===== src/rtl/bvc_pkg.sv =====
// ----------------------------------------------------------------------------
// bvc_pkg
// Types, constants and the arctangent table shared by the classifier pipeline.
// ----------------------------------------------------------------------------
package bvc_pkg;

  localparam int CORDIC_STAGES_DEF = 16;
  localparam int SQRT_STEPS        = 16;
  localparam int ATAN_LEN          = 24;

  localparam int XW  = 32;  // cordic x/y word, input scaled by 2^14
  localparam int ZW  = 30;  // angle in 1/4096 centidegree
  localparam int SQW = 32;  // sum of squares and root accumulator
  localparam int VEC_SHIFT = 14;
  localparam int ANG_FRAC  = 12;

  localparam logic signed [ZW-1:0] ANG_90   = ZW'(36864000);
  localparam logic signed [ZW-1:0] ANG_180  = ZW'(73728000);
  localparam logic signed [ZW-1:0] ANG_360  = ZW'(147456000);
  localparam logic        [ZW-1:0] ANG_HALF = ZW'(2048);

  localparam logic signed [17:0] CD_180 = 18'sd18000;
  localparam logic signed [17:0] CD_360 = 18'sd36000;
  localparam logic [15:0] SPEED_MAX = 16'd32767;

  localparam logic [24:0] ATAN_TAB [ATAN_LEN] = '{
    25'd18432000, 25'd10881045, 25'd5749245, 25'd2918407, 25'd1464867,
    25'd733147, 25'd366663, 25'd183343, 25'd91673, 25'd45837, 25'd22918,
    25'd11459, 25'd5730, 25'd2865, 25'd1432, 25'd716, 25'd358, 25'd179,
    25'd90, 25'd45, 25'd22, 25'd11, 25'd6, 25'd3
  };

  typedef enum logic [1:0] {
    CLS_STILL = 2'd0,
    CLS_OPP   = 2'd1,
    CLS_OWN   = 2'd2,
    CLS_OTHER = 2'd3
  } bvc_class_t;

  typedef enum logic [1:0] {
    REG_MIN_SPEED = 2'd0,
    REG_REACH     = 2'd1,
    REG_TOLERANCE = 2'd2
  } bvc_reg_t;

  typedef struct packed {
    logic                  valid;
    logic                  still;
    logic                  zero;
    logic                  reach;
    logic signed [XW-1:0]  x;
    logic signed [XW-1:0]  y;
    logic signed [ZW-1:0]  z;
    logic        [SQW-1:0] rem;
    logic        [SQW-1:0] root;
    logic signed [15:0]    opp;
    logic signed [15:0]    own;
  } bvc_item_t;

endpackage


===== src/rtl/bvc_stage.sv =====
// ----------------------------------------------------------------------------
// bvc_stage
// One step: cordic vectoring rotation if ROT, root digit if IDX < SQRT_STEPS.
// ----------------------------------------------------------------------------
module bvc_stage #(
  parameter int IDX = 0,
  parameter bit ROT = 1'b1
) (
  input  logic               clk,
  input  logic               rst,
  input  logic               en,
  input  bvc_pkg::bvc_item_t d,
  output bvc_pkg::bvc_item_t q
);
  import bvc_pkg::*;

  localparam bit SQ  = IDX < SQRT_STEPS;
  localparam int SHB = SQ ? 30 - 2 * IDX : 0;
  localparam logic [SQW:0] BITV = (SQW + 1)'(1) << SHB;
  localparam logic signed [ZW-1:0] ATAN = ZW'(ATAN_TAB[IDX]);

  bvc_item_t nxt;
  logic signed [XW-1:0] xs;
  logic signed [XW-1:0] ys;
  logic [SQW:0] trial;

  always_comb begin
    nxt   = d;
    xs    = d.x >>> IDX;
    ys    = d.y >>> IDX;
    trial = {1'b0, d.root} + BITV;
    if (ROT) begin
      if (d.y > 0) begin
        nxt.x = d.x + ys;
        nxt.y = d.y - xs;
        nxt.z = d.z + ATAN;
      end else begin
        nxt.x = d.x - ys;
        nxt.y = d.y + xs;
        nxt.z = d.z - ATAN;
      end
    end
    if (SQ) begin
      if ({1'b0, d.rem} >= trial) begin
        nxt.rem  = d.rem - trial[SQW-1:0];
        nxt.root = (d.root >> 1) + BITV[SQW-1:0];
      end else begin
        nxt.root = d.root >> 1;
      end
    end
  end

  always_ff @(posedge clk) begin
    if (rst) begin
      q.valid <= 1'b0;
    end else if (en) begin
      q <= nxt;
    end
  end

endmodule


===== config.mk =====
export PLATFORM = sky130hd
export DESIGN_NAME = bvc_stage
export DESIGN_NICKNAME = d
export VERILOG_FILES = /design/src/rtl/bvc_pkg.sv /design/src/rtl/bvc_stage.sv
export SDC_FILE = /design/constraint.sdc
export NUM_CORES = 1
export LEC_CHECK = 0
export BUFFER_PORTS_ARGS = -buffer_cell sky130_fd_sc_hd__buf_2
export CORE_MARGIN = 1
export CORE_UTILIZATION = 45
export CTS_CLUSTER_SIZE = 12
export DETAILED_ROUTE_END_ITERATION = 12
export MAX_ROUTING_LAYER = met4
export PLACE_DENSITY = 0.7
export SLEW_MARGIN = 20
export SYNTH_ARGS = -nofsm -noshare
export SYNTH_HDL_FRONTEND = slang
export SYNTH_SLANG_ARGS = --single-unit
export TNS_END_PERCENT = 30

===== constraint.sdc =====
create_clock -name clk -period 12.5 [get_ports clk]
set_clock_uncertainty 0.05 [all_clocks]
set_input_delay 1.25 -clock clk [delete_from_list [all_inputs] [get_ports clk]]
set_output_delay 1.25 -clock clk [all_outputs]
set_load 0.1 [all_outputs]

==> reports/results.tsv <==
metric	value	unit
period_minus_slack	4.571	ns
critPathSlowestCell	nor4_1	
postPlaceCellArea	16200	µm²
timing.final.crit_share	0.3657	
clk_latency	0.44	ns
slew_headroom	0.3901	
fin_nets	2122	
yosysSeqAreaShare	0.4151	
dieArea	31680	µm²
grt_antenna_before_repair	3	
synth_compound_area_frac	0.2041	
synth_ff_type	edfxtp_1	
syn-num-nets	1762	
peakVddDrop	0.00009710	V
whs	0.4652	ns
routedWlPerCell	19.18	µm
clk_path_buf_depth	2	
ys_seq_elements	193	
setup_viol	0	
synth_common_cells	192 x edfxtp_1, 162 x a21oi_1, 140 x ha_1	
crit_arrival	4.72	ns
drv_cap	0	
firstDrtPassIters	5	
drive_above_1_share	0.2538	
max_freq	218.7	MHz
syn_area	13940	µm²
place_congestion	0.9357	
ctsResizeCount	0	
largestRegisters	q x193	
hpwl	33710	µm
io_buffers	390	
synth_top_area_frac	0.4137	
setup.worst_path.start_class	primary input	
cts_setup_buffers	0	
wl	42010	µm
synthArstFlopShare	0	
fillers	2826	
synth_top_family_by_area	compound AO/OA/AOI/OAI gates	
numCtsBuffers	17	
yosys.area.top_type	edfxtp_1	
synthXorXnorAreaFrac	0.06347	
grt_pass1_vias	11430	
drc	0	
core	30510	µm²
synth_fa_ha_area_frac	0.1329	
cp-end-kind	flip-flop	
grt_overflow_total	0	
path_buf_inv	2	
cp.required	12.65	ns
ys_warn_count	0	
vias_per_cell	5.598	
cts-root-buf	clkbuf_16	
cts_tree	done	
via_count	12260	
path_class	primary input to flip-flop	
holdCritPathClass	flip-flop to flip-flop	
crit_family	compound AO/OA/AOI/OAI gates	
row_count	64	
rsz0062_at_grt	false	
die_w	178.0	µm
synthToLayoutAreaGrowth	20.67	%
power_per_cell_area	139.3	nW/µm²
muxShareOfSynthArea	0.02173	
h-tree-depth	4	
num_io_pins	391	
syn_inst	1420	
top_register	q	
start_util	0.4568	
grt_usage	0.2670	
yosys.area_share.simple	0.1078	
yosysMostFrequentCell	edfxtp_1	
worst-path-max-fanout	14	
cts_hold_buf	0	
syn_area_per_cell	9.815	µm²
die_y	178.0	µm
drt_iter0_drc	1066	
design_area	16820	µm²
synth_edf_count	192	
synth_cell_types	78	
worstMarginPinSlew	0.9149	ns
crit_chain	buf_2 > nor4_1 > nand4_1 > nor2_1 > or2_2 > inv_2 > ha_1 > a21oi_1 > o21ai_1 > a31oi_1 > o21ai_1 > o41a_1 > a21o_1 > a21oi_1 > xnor2_1	
hold_viol	0	
largest_reg_flops	193	
final_antenna_net_count	0	
fin_setup_tns	0	ns
max_stage_delay	0.58	ns
drv_slew	0	
power_leakage	7.509	nW
grt_pass1_wl	62850	µm
path_clk_slew	0.08	ns
grt_start_max_net_pins	73	
synth.top_cells.by_area	edfxtp_1 41%, ha_1 13%, a21oi_1 5.8%	
clock-sinks	193	
status	finished, final reports clean	
-- cell families after synthesis --
| kind of cell | count (synthesis) |
|---|---|
| AO/OA/AOI/OAI | 446 |
| AND/OR/NAND/NOR | 311 |
| buffers and inverters | 195 |
| flip-flops | 193 |
| adder cells (fa/ha/maj) | 145 |
| XOR/XNOR | 101 |
| multiplexers | 29 |
-- stage by stage --
stage / instances / setup WS [ns] / power, mW / util
global placement: 2157 / 7.504 / 1.789 / 0.5311
detailed placement: 2157 / 7.508 / 1.796 / 0.5311
floorplan: 1420 / 1.927 / 1.599 / -
finish: 2190 / 7.929 / 2.343 / 0.5512
CTS: 2189 / 7.968 / 2.350 / 0.5511
global route: 2189 / 7.567 / 2.435 / 0.5511
-- power breakdown --
group | internal, mW | switching, mW | total [mW]
registers | 0.794 | 0.0141 | 0.808
clock network | 0.272 | 0.282 | 0.554
logic | 0.233 | 0.747 | 0.981
-- area by class of cell --
cell class,instances,area (µm²),share of cell area
clock buffers,17,425.4,0.02530
diodes,1,2.502,0.0001488
repair buffers,396,1997,0.1187
flip-flops and latches,193,5786,0.3440
inverters,140,525.5,0.03125
clock inverters,15,185.2,0.01101
multi-input cells,1032,7401,0.4401
well taps,396,495.5,0.02946
-- worst register-to-register path, delay by kind of cell (launching register included) --
family / cells / cell delay (ns)
flops: 1 / 0.32
mux: 1 / 0.12
simple gates: 1 / 0.05
-- final timing paths --
kind | slack (ns) | depth (start not counted) | end | from
worst max-delay path | 7.93 | 15 | q[125]$_DFFE_PP_ | d[149]
worst min-delay path | 0.47 | 2 | q[193]$_SDFFE_PP0P_ | q[193]$_SDFFE_PP0P_
worst max register to register | 11.86 | 2 | q[193]$_SDFFE_PP0P_ | q[193]$_SDFFE_PP0P_
worst min register to register | 0.47 | 2 | q[193]$_SDFFE_PP0P_ | q[193]$_SDFFE_PP0P_
-- layout by cell type (no fill, tap or decap), types with 18 or more instances in the layout --
cell / count
a21o_1: 41
a21oi_1: 162
buf_2: 390
edfxtp_1: 192
ha_1: 140
inv_1: 134
mux2i_1: 19
nand2_1: 59
nand2b_1: 21
nand4_1: 18
nor2_1: 107
nor2b_1: 21
nor3_1: 22
o21ai_0: 59
o21ai_1: 20
o21bai_1: 23
xnor2_1: 75
xor2_1: 26
-- layer usage --
metal	track usage	vias to the layer above	wire [µm]	part of all wire
met3	0.03687	63	2867	0.068
met2	0.4389	511	20320	0.48
met1	0.3347	5805	17520	0.42
met5	-	-	0	0
met4	0.09722	0	1299	0.031
li1	-	5880	-	-
Power figures use the tool's default switching activity.
