[src/rtl/bvc_pkg.sv]
// ----------------------------------------------------------------------------
// bvc_pkg
// Types, constants and the arctangent table shared by the classifier pipeline.
// ----------------------------------------------------------------------------
package bvc_pkg;

  localparam int CORDIC_STAGES_DEF = 16;
  localparam int SQRT_STEPS        = 16;
  localparam int ATAN_LEN          = 24;

  localparam int XW  = 32;  // cordic x/y word, input scaled by 2^14
  localparam int ZW  = 30;  // angle in 1/4096 centidegree
  localparam int SQW = 32;  // sum of squares and root accumulator
  localparam int VEC_SHIFT = 14;
  localparam int ANG_FRAC  = 12;

  localparam logic signed [ZW-1:0] ANG_90   = ZW'(36864000);
  localparam logic signed [ZW-1:0] ANG_180  = ZW'(73728000);
  localparam logic signed [ZW-1:0] ANG_360  = ZW'(147456000);
  localparam logic        [ZW-1:0] ANG_HALF = ZW'(2048);

  localparam logic signed [17:0] CD_180 = 18'sd18000;
  localparam logic signed [17:0] CD_360 = 18'sd36000;
  localparam logic [15:0] SPEED_MAX = 16'd32767;

  localparam logic [24:0] ATAN_TAB [ATAN_LEN] = '{
    25'd18432000, 25'd10881045, 25'd5749245, 25'd2918407, 25'd1464867,
    25'd733147, 25'd366663, 25'd183343, 25'd91673, 25'd45837, 25'd22918,
    25'd11459, 25'd5730, 25'd2865, 25'd1432, 25'd716, 25'd358, 25'd179,
    25'd90, 25'd45, 25'd22, 25'd11, 25'd6, 25'd3
  };

  typedef enum logic [1:0] {
    CLS_STILL = 2'd0,
    CLS_OPP   = 2'd1,
    CLS_OWN   = 2'd2,
    CLS_OTHER = 2'd3
  } bvc_class_t;

  typedef enum logic [1:0] {
    REG_MIN_SPEED = 2'd0,
    REG_REACH     = 2'd1,
    REG_TOLERANCE = 2'd2
  } bvc_reg_t;

  typedef struct packed {
    logic                  valid;
    logic                  still;
    logic                  zero;
    logic                  reach;
    logic signed [XW-1:0]  x;
    logic signed [XW-1:0]  y;
    logic signed [ZW-1:0]  z;
    logic        [SQW-1:0] rem;
    logic        [SQW-1:0] root;
    logic signed [15:0]    opp;
    logic signed [15:0]    own;
  } bvc_item_t;

endpackage

[src/rtl/bvc_back.sv]
// ----------------------------------------------------------------------------
// bvc_back
// Heading wrap and rounding, then goal comparison into the output register.
// ----------------------------------------------------------------------------
module bvc_back (
  input  logic               clk,
  input  logic               rst,
  input  logic               en,
  input  bvc_pkg::bvc_item_t d,
  input  logic [14:0]        toward_tolerance,
  output logic               valid,
  output logic [1:0]         trajectory_class,
  output logic signed [15:0] heading,
  output logic [14:0]        speed,
  output logic               reach_flag
);
  import bvc_pkg::*;

  typedef struct packed {
    logic               valid;
    logic               still;
    logic               reach;
    logic signed [15:0] hd;
    logic        [14:0] spd;
    logic signed [15:0] opp;
    logic signed [15:0] own;
  } bvc_head_t;

  bvc_head_t hr;
  bvc_head_t hr_next;
  logic signed [ZW-1:0] h;
  logic        [ZW-1:0] mag;
  logic        [ZW-1:0] rnd;
  logic        [15:0]   dopp;
  logic        [15:0]   down;
  bvc_class_t           cls;

  function automatic logic [15:0] abs_diff(input logic signed [15:0] a,
                                           input logic signed [15:0] b);
    logic signed [17:0] df;
    df = 18'(a) - 18'(b);
    if (df > CD_180) begin
      df = df - CD_360;
    end else if (df <= -CD_180) begin
      df = df + CD_360;
    end
    if (df < 0) begin
      df = -df;
    end
    return df[15:0];
  endfunction

  always_comb begin
    // zero vector takes atan2 as zero
    h = d.zero ? ANG_90 : ANG_90 - d.z;
    if (h > ANG_180) begin
      h = h - ANG_360;
    end else if (h <= -ANG_180) begin
      h = h + ANG_360;
    end
    mag = (h < 0) ? ZW'(-h) : ZW'(h);
    rnd = (mag + ANG_HALF) >> ANG_FRAC;
    hr_next.valid = d.valid;
    hr_next.still = d.still;
    hr_next.reach = d.reach;
    hr_next.hd    = (h < 0) ? -16'(rnd) : 16'(rnd);
    hr_next.spd   = (d.root[15:0] > SPEED_MAX) ? SPEED_MAX[14:0] : d.root[14:0];
    hr_next.opp   = d.opp;
    hr_next.own   = d.own;
  end

  always_comb begin
    dopp = abs_diff(hr.hd, hr.opp);
    down = abs_diff(hr.hd, hr.own);
    if (hr.still) begin
      cls = CLS_STILL;
    end else if (dopp <= 16'(toward_tolerance) && dopp <= down) begin
      cls = CLS_OPP;
    end else if (down <= 16'(toward_tolerance)) begin
      cls = CLS_OWN;
    end else begin
      cls = CLS_OTHER;
    end
  end

  always_ff @(posedge clk) begin
    if (rst) begin
      hr.valid <= 1'b0;
      valid    <= 1'b0;
    end else if (en) begin
      hr               <= hr_next;
      valid            <= hr.valid;
      trajectory_class <= cls;
      heading          <= hr.still ? 16'sd0 : hr.hd;
      speed            <= hr.spd;
      reach_flag       <= hr.reach;
    end
  end

endmodule

[config.mk]
export PLATFORM = sky130hd
export DESIGN_NAME = bvc_back
export DESIGN_NICKNAME = d
export VERILOG_FILES = /design/src/rtl/bvc_pkg.sv /design/src/rtl/bvc_back.sv
export SDC_FILE = /design/constraint.sdc
export NUM_CORES = 1
export LEC_CHECK = 0
export ABC_AREA = 1
export BUFFER_PORTS_ARGS = -buffer_cell sky130_fd_sc_hd__clkbuf_2
export CAP_MARGIN = 30
export CORE_ASPECT_RATIO = 1.5
export CORE_UTILIZATION = 51
export CTS_BUF_LIST = sky130_fd_sc_hd__clkbuf_16
export CTS_CLUSTER_SIZE = 8
export DETAILED_ROUTE_END_ITERATION = 7
export GPL_TIMING_DRIVEN = 1
export PLACE_DENSITY = 0.79
export SYNTH_ARGS = -nofsm -noshare
export SYNTH_HDL_FRONTEND = slang
export SYNTH_SLANG_ARGS = --single-unit
[constraint.sdc]
create_clock -name clk -period 7.15 [get_ports clk]
set_input_delay 2.145 -clock clk [delete_from_list [all_inputs] [get_ports clk]]
set_output_delay 2.145 -clock clk [all_outputs]
set_load 0.05 [all_outputs]
==> results by group <==
Synth
  – Syn_nets: 1,961
  – Post-synth top area share: 26.44%
  – FF+latch count, synth: 101
  – Synth top area cells: edfxtp_1 (26%), nand2_1 (15%), ha_1 (10%)
  – Synth unique cells: 59
  – Post-synth EDFFs: 99
  – Top cell type by total area after synthesis: edfxtp_1
  – Yosys warning count: 0
  – Post-Syn Instances: 1,653
  – Commonest cells post-synth: nand2_1 (446), inv_1 (256), nor2_1 (171)
  – Synthesized area: 11,240 um^2
  – Most used standard cell by instance count after synthesis: nand2_1
  – Primary FF master, synth: edfxtp_1
  – Syn_area_per_cell: 6.801 um^2
  – Asr flop ratio synth: 0%
  – Post-synthesis sequential area ratio: 26.80%

Clocking
  – Num CTS Buffers: 9
  – Root Buffer: clkbuf_16
  – Cts hold-fix bufs: 0
  – CTS tree: built
  – Later-pin clock latency in the skew report: 370 ps
  – Clock slew at reported path FFs: 80 ps
  – Post-cts resize count: 0
  – Max H-tree Level: 3
  – CTS max path bufs: 2
  – Sink Count: 101
  – Post-CTS Setup Bufs: 0

Finish
  – Share of layout cells above drive strength 1: 15.23%
  – Filler cells: 2,073
  – Multi-input logic area: 7093 um^2
  – Reg area: 3013 um^2
  – Final net count: 2,095
  – Synth-to-Final Area Change: 11.41%

Floorplanning
  – I/O pin cnt: 247
  – Die X: 123.2 um
  – Full die area: 22,650 um^2
  – Die Ht: 183.8 um
  – Core Region: 21,640 um^2
  – Number of placement rows: 66
  – Initial Util: 51.96%

Route
  – Met3 WL: 675 um
  – Drt first pass iters: 5
  – Antenna Nets Post-Route: 0
  – WL met2: 15,860 um
  – Initial drt markers: 417
  – DR DRC count: 0
  – Highest metal used: met4
  – WL met1: 10,320 um
  – Wire per inst: 13.76 um
  – WL final: 28,410 um
  – Vias after detailed routing: 10.73k
  – DR vias/cell: 5.196

Hold path
  – Worst Hold Class: reg2reg

Global routing
  – Initial antenna violation count: 1
  – Largest net degree at the start of global routing: 71
  – GRT overflow: 0
  – First-pass GRT wire length: 45,860 um
  – Vias in the first global route: 10.45k
  – Gr usage total: 25.68%

Critical path
  – Worst Path Buf+Inv: 5
  – Slowest stage cell, crit path: nand3_1
  – Req. time, crit path: 7270 ps
  – Worst path top cell family by delay: simple AND/OR/NAND/NOR gates
  – Critical Path AT: 6560 ps
  – Crit-path max cell delay: 310 ps
  – Crit path capture type: flip-flop
  – CP Class: in2reg
  – Most frequent CP cell: nand2_1
  – Critical path startpoint category: primary input
  – Crit path max fanout: 30

Timing
  – Setup WS post-layout: 713.9 ps
  – RSZ-0062 raised after global routing: no
  – Final min period: 6436 ps
  – Worst-margin pin slew: 857.0 ps
  – Slew margin rel.: 42.73%
  – Final setup fails: 0
  – Clock Skews: 13.74 ps
  – Hold_ws: 424.1 ps
  – Final slew viol count: 0
  – Period utilisation layout: 90.01%
  – Final Hold Fails: 0
  – Fmax: 155.4 MHz
  – Setup tns final: 0 ps

Status
  – Status: finished, final reports clean

Power and ir drop
  – Final Power: 4.663 mW
  – Power per Cell Area: 372.3 nW/um^2
  – Leakage: 6.504 nW
  – Peak VDD IR: 0.0002209 V

Place
  – GP Congestion: 0.9350
  – PortBufs: 134
  – Place WS: 381.5 ps
  – Post-DP HPWL: 23,940 um

Job
  – Max-cap violations: 0
[kinds of logic (layout without fill, tap and decap cells)]
logic type      after synthesis  count (layout)  share of synthesized area (%)
simple gates                884             884                          35.29
buf+inv                     293             432                          10.17
compound gates              185             185                          9.616
flops                       101             101                          26.80
fa+ha+maj                    96              96                          10.82
xor+xnor                     92              92                          7.234
other cells                   2               3                        0.06680
[flip-flops by register name, indices dropped and copies added, names as in the netlist]
name and count:
trajectory_class 2, hr 66, speed 15, reach_flag 1
heading 16, valid 1
[placed cells by master, fill, tap and decap left out, drive strengths merged, types with 5 or more instances in the layout]
master,instances
a21oi,72
nor3,19
or2,24
clkbuf,143
ha,94
o211ai,5
a31oi,6
nor2,199
a21o,5
xnor2,16
nand3,139
nand3b,11
nand2,467
edfxtp,99
xor2,76
o21bai,6
o21ai,65
nand4,20
o22ai,6
inv,279
buf,6
[worst paths after layout]
path,start,endpoint,slack [ps],cells after the start
hold reg to reg,hr[33],speed[1],420,0
setup / recovery,d[96],hr[61],710,31
setup reg to reg,hr[47],trajectory_class[0],740,36
hold / removal,hr[33],speed[1],420,0
[final cells by class]
cell class	count	share of cell area (%)
Timing Repair Buffer	140	5.814
Inverter	276	8.272
Multi-Input combinational cell	1259	56.63
Clock inverter	7	0.6893
Antenna cell	1	0.01998
Tap cell	272	2.717
Sequential cell	101	24.06
Clock buffer	9	1.798
[power by group]
group	leakage [nW]	internal, mW	switching [mW]
Combinational	5.38	1.26	2.14
Sequential	0.977	0.720	0.0323
Clock	0.151	0.253	0.256
[per-layer routing]
metal | track usage [%] | vias up
met5 | 0 | -
met4 | 14.84 | 0
met3 | 2.419 | 83
met2 | 52.20 | 219
met1 | 23.72 | 4820
li1 | - | 5607
[per-stage QoR]
step           cell area [um^2]  util [%]  instances
5_1_grt                   12520     57.89       2065
3_3_place_gp              12210     56.44       2048
2_1_floorplan             11240         -       1653
6_report                  12520     57.89       2065
4_1_cts                   12520     57.88       2064
3_5_place_dp              12210     56.44       2048
Power figures use the tool's default switching activity.
