===== src/rtl/bvc_pkg.sv =====
// ----------------------------------------------------------------------------
// bvc_pkg
// Types, constants and the arctangent table shared by the classifier pipeline.
// ----------------------------------------------------------------------------
package bvc_pkg;

  localparam int CORDIC_STAGES_DEF = 16;
  localparam int SQRT_STEPS        = 16;
  localparam int ATAN_LEN          = 24;

  localparam int XW  = 32;  // cordic x/y word, input scaled by 2^14
  localparam int ZW  = 30;  // angle in 1/4096 centidegree
  localparam int SQW = 32;  // sum of squares and root accumulator
  localparam int VEC_SHIFT = 14;
  localparam int ANG_FRAC  = 12;

  localparam logic signed [ZW-1:0] ANG_90   = ZW'(36864000);
  localparam logic signed [ZW-1:0] ANG_180  = ZW'(73728000);
  localparam logic signed [ZW-1:0] ANG_360  = ZW'(147456000);
  localparam logic        [ZW-1:0] ANG_HALF = ZW'(2048);

  localparam logic signed [17:0] CD_180 = 18'sd18000;
  localparam logic signed [17:0] CD_360 = 18'sd36000;
  localparam logic [15:0] SPEED_MAX = 16'd32767;

  localparam logic [24:0] ATAN_TAB [ATAN_LEN] = '{
    25'd18432000, 25'd10881045, 25'd5749245, 25'd2918407, 25'd1464867,
    25'd733147, 25'd366663, 25'd183343, 25'd91673, 25'd45837, 25'd22918,
    25'd11459, 25'd5730, 25'd2865, 25'd1432, 25'd716, 25'd358, 25'd179,
    25'd90, 25'd45, 25'd22, 25'd11, 25'd6, 25'd3
  };

  typedef enum logic [1:0] {
    CLS_STILL = 2'd0,
    CLS_OPP   = 2'd1,
    CLS_OWN   = 2'd2,
    CLS_OTHER = 2'd3
  } bvc_class_t;

  typedef enum logic [1:0] {
    REG_MIN_SPEED = 2'd0,
    REG_REACH     = 2'd1,
    REG_TOLERANCE = 2'd2
  } bvc_reg_t;

  typedef struct packed {
    logic                  valid;
    logic                  still;
    logic                  zero;
    logic                  reach;
    logic signed [XW-1:0]  x;
    logic signed [XW-1:0]  y;
    logic signed [ZW-1:0]  z;
    logic        [SQW-1:0] rem;
    logic        [SQW-1:0] root;
    logic signed [15:0]    opp;
    logic signed [15:0]    own;
  } bvc_item_t;

endpackage


===== src/rtl/bvc_front.sv =====
// ----------------------------------------------------------------------------
// bvc_front
// Two entry stages: squares and half-plane fold, then sum and still test.
// ----------------------------------------------------------------------------
module bvc_front (
  input  logic                clk,
  input  logic                rst,
  input  logic                en,
  input  logic                valid,
  input  logic signed [15:0]  velocity_x,
  input  logic signed [15:0]  velocity_y,
  input  logic        [15:0]  ball_distance,
  input  logic signed [15:0]  opponent_goal_bearing,
  input  logic signed [15:0]  own_goal_bearing,
  input  logic        [14:0]  min_speed,
  input  logic        [15:0]  reach_distance,
  output bvc_pkg::bvc_item_t  item
);
  import bvc_pkg::*;

  typedef struct packed {
    logic                 valid;
    logic                 zero;
    logic                 reach;
    logic        [30:0]   sqx;
    logic        [30:0]   sqy;
    logic        [29:0]   msq;
    logic signed [XW-1:0] x;
    logic signed [XW-1:0] y;
    logic signed [ZW-1:0] z;
    logic signed [15:0]   opp;
    logic signed [15:0]   own;
  } bvc_sq_t;

  bvc_sq_t   sq;
  bvc_sq_t   sq_next;
  bvc_item_t item_next;
  logic signed [31:0]   px;
  logic signed [31:0]   py;
  logic signed [XW-1:0] xs;
  logic signed [XW-1:0] ys;
  logic        [SQW-1:0] sum;

  always_comb begin
    px = velocity_x * velocity_x;
    py = velocity_y * velocity_y;
    xs = {{(XW-16-VEC_SHIFT){velocity_x[15]}}, velocity_x, {VEC_SHIFT{1'b0}}};
    ys = {{(XW-16-VEC_SHIFT){velocity_y[15]}}, velocity_y, {VEC_SHIFT{1'b0}}};
    sq_next.valid = valid;
    sq_next.zero  = (velocity_x == 16'sd0) && (velocity_y == 16'sd0);
    sq_next.reach = (reach_distance != 16'd0) && (ball_distance <= reach_distance);
    sq_next.sqx   = px[30:0];
    sq_next.sqy   = py[30:0];
    sq_next.msq   = 30'(min_speed * min_speed);
    sq_next.opp   = opponent_goal_bearing;
    sq_next.own   = own_goal_bearing;
    // fold left half plane onto the right, start at +-180 degrees
    if (velocity_x < 16'sd0) begin
      sq_next.x = -xs;
      sq_next.y = -ys;
      sq_next.z = (velocity_y >= 16'sd0) ? ANG_180 : -ANG_180;
    end else begin
      sq_next.x = xs;
      sq_next.y = ys;
      sq_next.z = '0;
    end
  end

  always_comb begin
    sum = SQW'(sq.sqx) + SQW'(sq.sqy);
    item_next.valid = sq.valid;
    item_next.still = sum < SQW'(sq.msq);
    item_next.zero  = sq.zero;
    item_next.reach = sq.reach;
    item_next.x     = sq.x;
    item_next.y     = sq.y;
    item_next.z     = sq.z;
    item_next.rem   = sum;
    item_next.root  = '0;
    item_next.opp   = sq.opp;
    item_next.own   = sq.own;
  end

  always_ff @(posedge clk) begin
    if (rst) begin
      sq.valid   <= 1'b0;
      item.valid <= 1'b0;
    end else if (en) begin
      sq   <= sq_next;
      item <= item_next;
    end
  end

endmodule


===== config.mk =====
export PLATFORM = sky130hd
export DESIGN_NAME = bvc_front
export DESIGN_NICKNAME = d
export VERILOG_FILES = /design/src/rtl/bvc_pkg.sv /design/src/rtl/bvc_front.sv
export SDC_FILE = /design/constraint.sdc
export NUM_CORES = 2
export LEC_CHECK = 0
export BUFFER_PORTS_ARGS = -buffer_cell sky130_fd_sc_hd__buf_2
export CORE_UTILIZATION = 35
export CTS_CLUSTER_SIZE = 24
export DETAILED_ROUTE_END_ITERATION = 8
export GPL_TIMING_DRIVEN = 0
export PLACE_DENSITY_LB_ADDON = 0.08
export RECOVER_POWER = 25
export SLEW_MARGIN = 10
export SYNTH_ARGS = -nofsm -noshare
export SYNTH_HDL_FRONTEND = slang
export SYNTH_SLANG_ARGS = --single-unit

===== constraint.sdc =====
create_clock -name clk -period 18 [get_ports clk]
set_input_delay 0.9 -clock clk [delete_from_list [all_inputs] [get_ports clk]]
set_output_delay 0.9 -clock clk [all_outputs]
set_load 0.005 [all_outputs]

==> results.cfg <==
[synth]
synth_cell_types = 77
synth_area_leaders = fa_1, edfxtp_1, ha_1, inv_1, xnor2_1
ys_warn_count = 0
synth_area_um2 = 35700
yosysSeqAreaShare_pct = 22.5
synth_edf_count = 266
ys_ff_latch = 268
synth_cells = 3465
synth_flop_cell = edfxtp_1
avgSynthCellArea_um2 = 10.3
yosysTopAreaCell = fa_1
async_reset_ff_share_pct = 0
yosys.area.top_type_share_pct = 33.6

[sta]
min_period_ns = 8.04
final-hold-violation-count = 0
slew_violations = 26
relSlewSlack_pct = -11.3
finalClockSkew_ns = 0.0243
max_freq_mhz = 124
setup_viol = 0
fin_crit_sh_pct = 44.7
worst_slew_pin_slew_ns = 1.67
grt_setup_unrepaired = false

[global_route]
grt_pass1_vias = 25600
grt.total_usage_pct = 18.0
antenna_found_initial = 3
gr-total-overflow = 0
grt_start_max_net_pins = 31
grt_pass1_wl_um = 142000

[clock_tree]
cts.htree.levels = 2
cts_tree = yes
cts_num_sinks = 268
cts_setup_buffers = 0
postCtsResizedCells = 0
worstSkewPairLatency_ns = 0.60
cts_root_buf = clkbuf_16
numCtsBuffers = 35
path_clk_slew_ns = 0.07
clockBufferDepth = 3
ctsHoldBuffers = 0

[min_path]
hp-class = reg -> reg
worstHoldPathCells = 0

[final_layout]
multi_input_area_um2 = 23700
synthToLayoutAreaGrowth_pct = 12.2
nFillCells = 10200
drive_above_1_share_pct = 10.7
layout.nets = 4874
fin_area_um2 = 40100
final_util_pct = 39.8
register_area_um2 = 8030

[placement]
dpl_cell_area_um2 = 39000
place.gp.congestion = 0.845
dp_hpwl_um = 74900
port_buffers = 228

[floorplan]
die_w_um = 321
io_pins = 309
coreArea_um2 = 101000
std_cell_rows = 116
die_area_um2 = 103000
die_h_um = 321
initial_utilization_pct = 35.5

[critical_path]
start_kind = primary input
cp.required_ns = 18.34
crit_type = in -> reg
critPathCaptureType = register
rr_worst_depth = 17
critPathMaxFanout = 10
cp_common_cell = fa_1
path_cells = clkbuf_1 -> clkbuf_1 -> clkbuf_1 -> nand2_1 -> fa_1 -> inv_1 -> fa_1 -> inv_1 -> fa_1 -> inv_1 -> fa_1 -> inv_1 -> fa_1 -> inv_1 -> fa_1 -> ha_1 -> nand4_1 -> or2_2 -> o31a_1 -> nor2b_1 -> xnor2_1
cp_slowest_cell = clkbuf_1
worstPathArrival_ns = 8.38
cp_slowest_stage_delay_ns = 0.89

[route]
drt_wl_total_um = 88900
viasPerCell = 4.55
dr.pass1.iters = 5
via_count = 23600
first_iter_violations = 946
ant_nets = 0
drc = 0
wire_per_inst_um = 17.1

[status]
status = complete, but fails checks
violations = capacitance limit, slew limit

[flow_run]
drv_cap = 1
-- worst max-delay path: cells and delay by family --
family	cells	cell delay (ns)
compound gates	1	0.14
xor+xnor	1	0.14
fa+ha+maj	7	3.72
buf+inv	8	2.39
simple gates	4	1.06
-- path summary, 6_finish.rpt --
check | slack (ns) | endpoint | startpoint
hold reg to reg | 0.40 | item[181] | item_next[181]
hold / removal | 0.40 | item[181] | item_next[181]
setup reg to reg | 13.01 | item[192] | sq[166]
setup / recovery | 9.96 | sq[215] | velocity_x[15]
-- cell usage in the layout (no fill, tap or decap), types with 16 or more instances in the layout --
| master | n |
|---|---|
| a21o_1 | 54 |
| a21oi_1 | 98 |
| and2_1 | 112 |
| and3_1 | 17 |
| buf_2 | 221 |
| buf_4 | 87 |
| clkbuf_1 | 86 |
| clkbuf_16 | 35 |
| conb_1 | 78 |
| edfxtp_1 | 266 |
| fa_1 | 599 |
| ha_1 | 343 |
| inv_1 | 879 |
| nand2_1 | 241 |
| nand2b_1 | 19 |
| nand3_1 | 28 |
| nor2_1 | 159 |
| nor2b_1 | 18 |
| nor3_1 | 26 |
| o21a_1 | 16 |
| o21ai_0 | 42 |
| o21ai_1 | 17 |
| xnor2_1 | 132 |
| xor2_1 | 30 |
-- cells in the mapped netlist (15+ instances only) --
library cell and instances:
inv_1 879, fa_1 599, ha_1 343, edfxtp_1 266, nand2_1 241, nor2_1 159, xnor2_1 132, and2_1 112
a21oi_1 98, buf_4 87, clkbuf_1 71, a21o_1 54, o21ai_0 42, xor2_1 30, nand3_1 28, nor3_1 26
nand2b_1 19, nor2b_1 18, and3_1 17, o21ai_1 17, o21a_1 16, a211oi_1 15
-- flip-flops by register name (all words and copies together), names as in the netlist --
register   flops
item         107
sq            89
item_next     72
-- metal layers --
layer / global-route usage [%] / up-vias / share of wire, %
met5: 0 / - / 0
met1: 24.0 / 11800 / 45
met3: 2.36 / 86 / 3.9
li1: - / 11300 / -
met2: 31.3 / 383 / 49
met4: 3.68 / 0 / 1.7
-- metrics by stage --
step / setup WS, ns / TNS, ns / hold WS, ns / std cells
after global placement: -1.99 / -510.55 / 0.401 / 5127
after floorplan: 4.41 / 0 / 0.400 / 3542
after detailed placement: 9.40 / 0 / 0.405 / 5137
final: 9.96 / 0 / 0.401 / 5201
after CTS: 10.06 / 0 / 0.409 / 5199
after global routing: 9.57 / 0 / 0.415 / 5200
-- area by class of cell --
type | instances | area share (%)
antenna | 2 | 0.0125
buffer | 163 | 2.34
clock buffer | 40 | 2.23
clock inverter | 22 | 0.484
inverter | 890 | 8.34
multi-input combinational | 2221 | 59.1
sequential | 268 | 20.0
tap | 1357 | 4.24
timing repair buffer | 238 | 3.20
-- cell families after synthesis --
family,after synthesis,share of synthesized area [%]
xor+xnor,162,3.97
buf+inv,1053,12.0
simple gates,685,9.12
fa+ha+maj,942,45.6
other cells,1,0.0105
mux,9,0.266
compound gates,345,6.55
flops,268,22.5
Power is left out: the tool's default activity adds up to more than one toggle a clock period on the data nets, which glitch-free logic cannot reach.
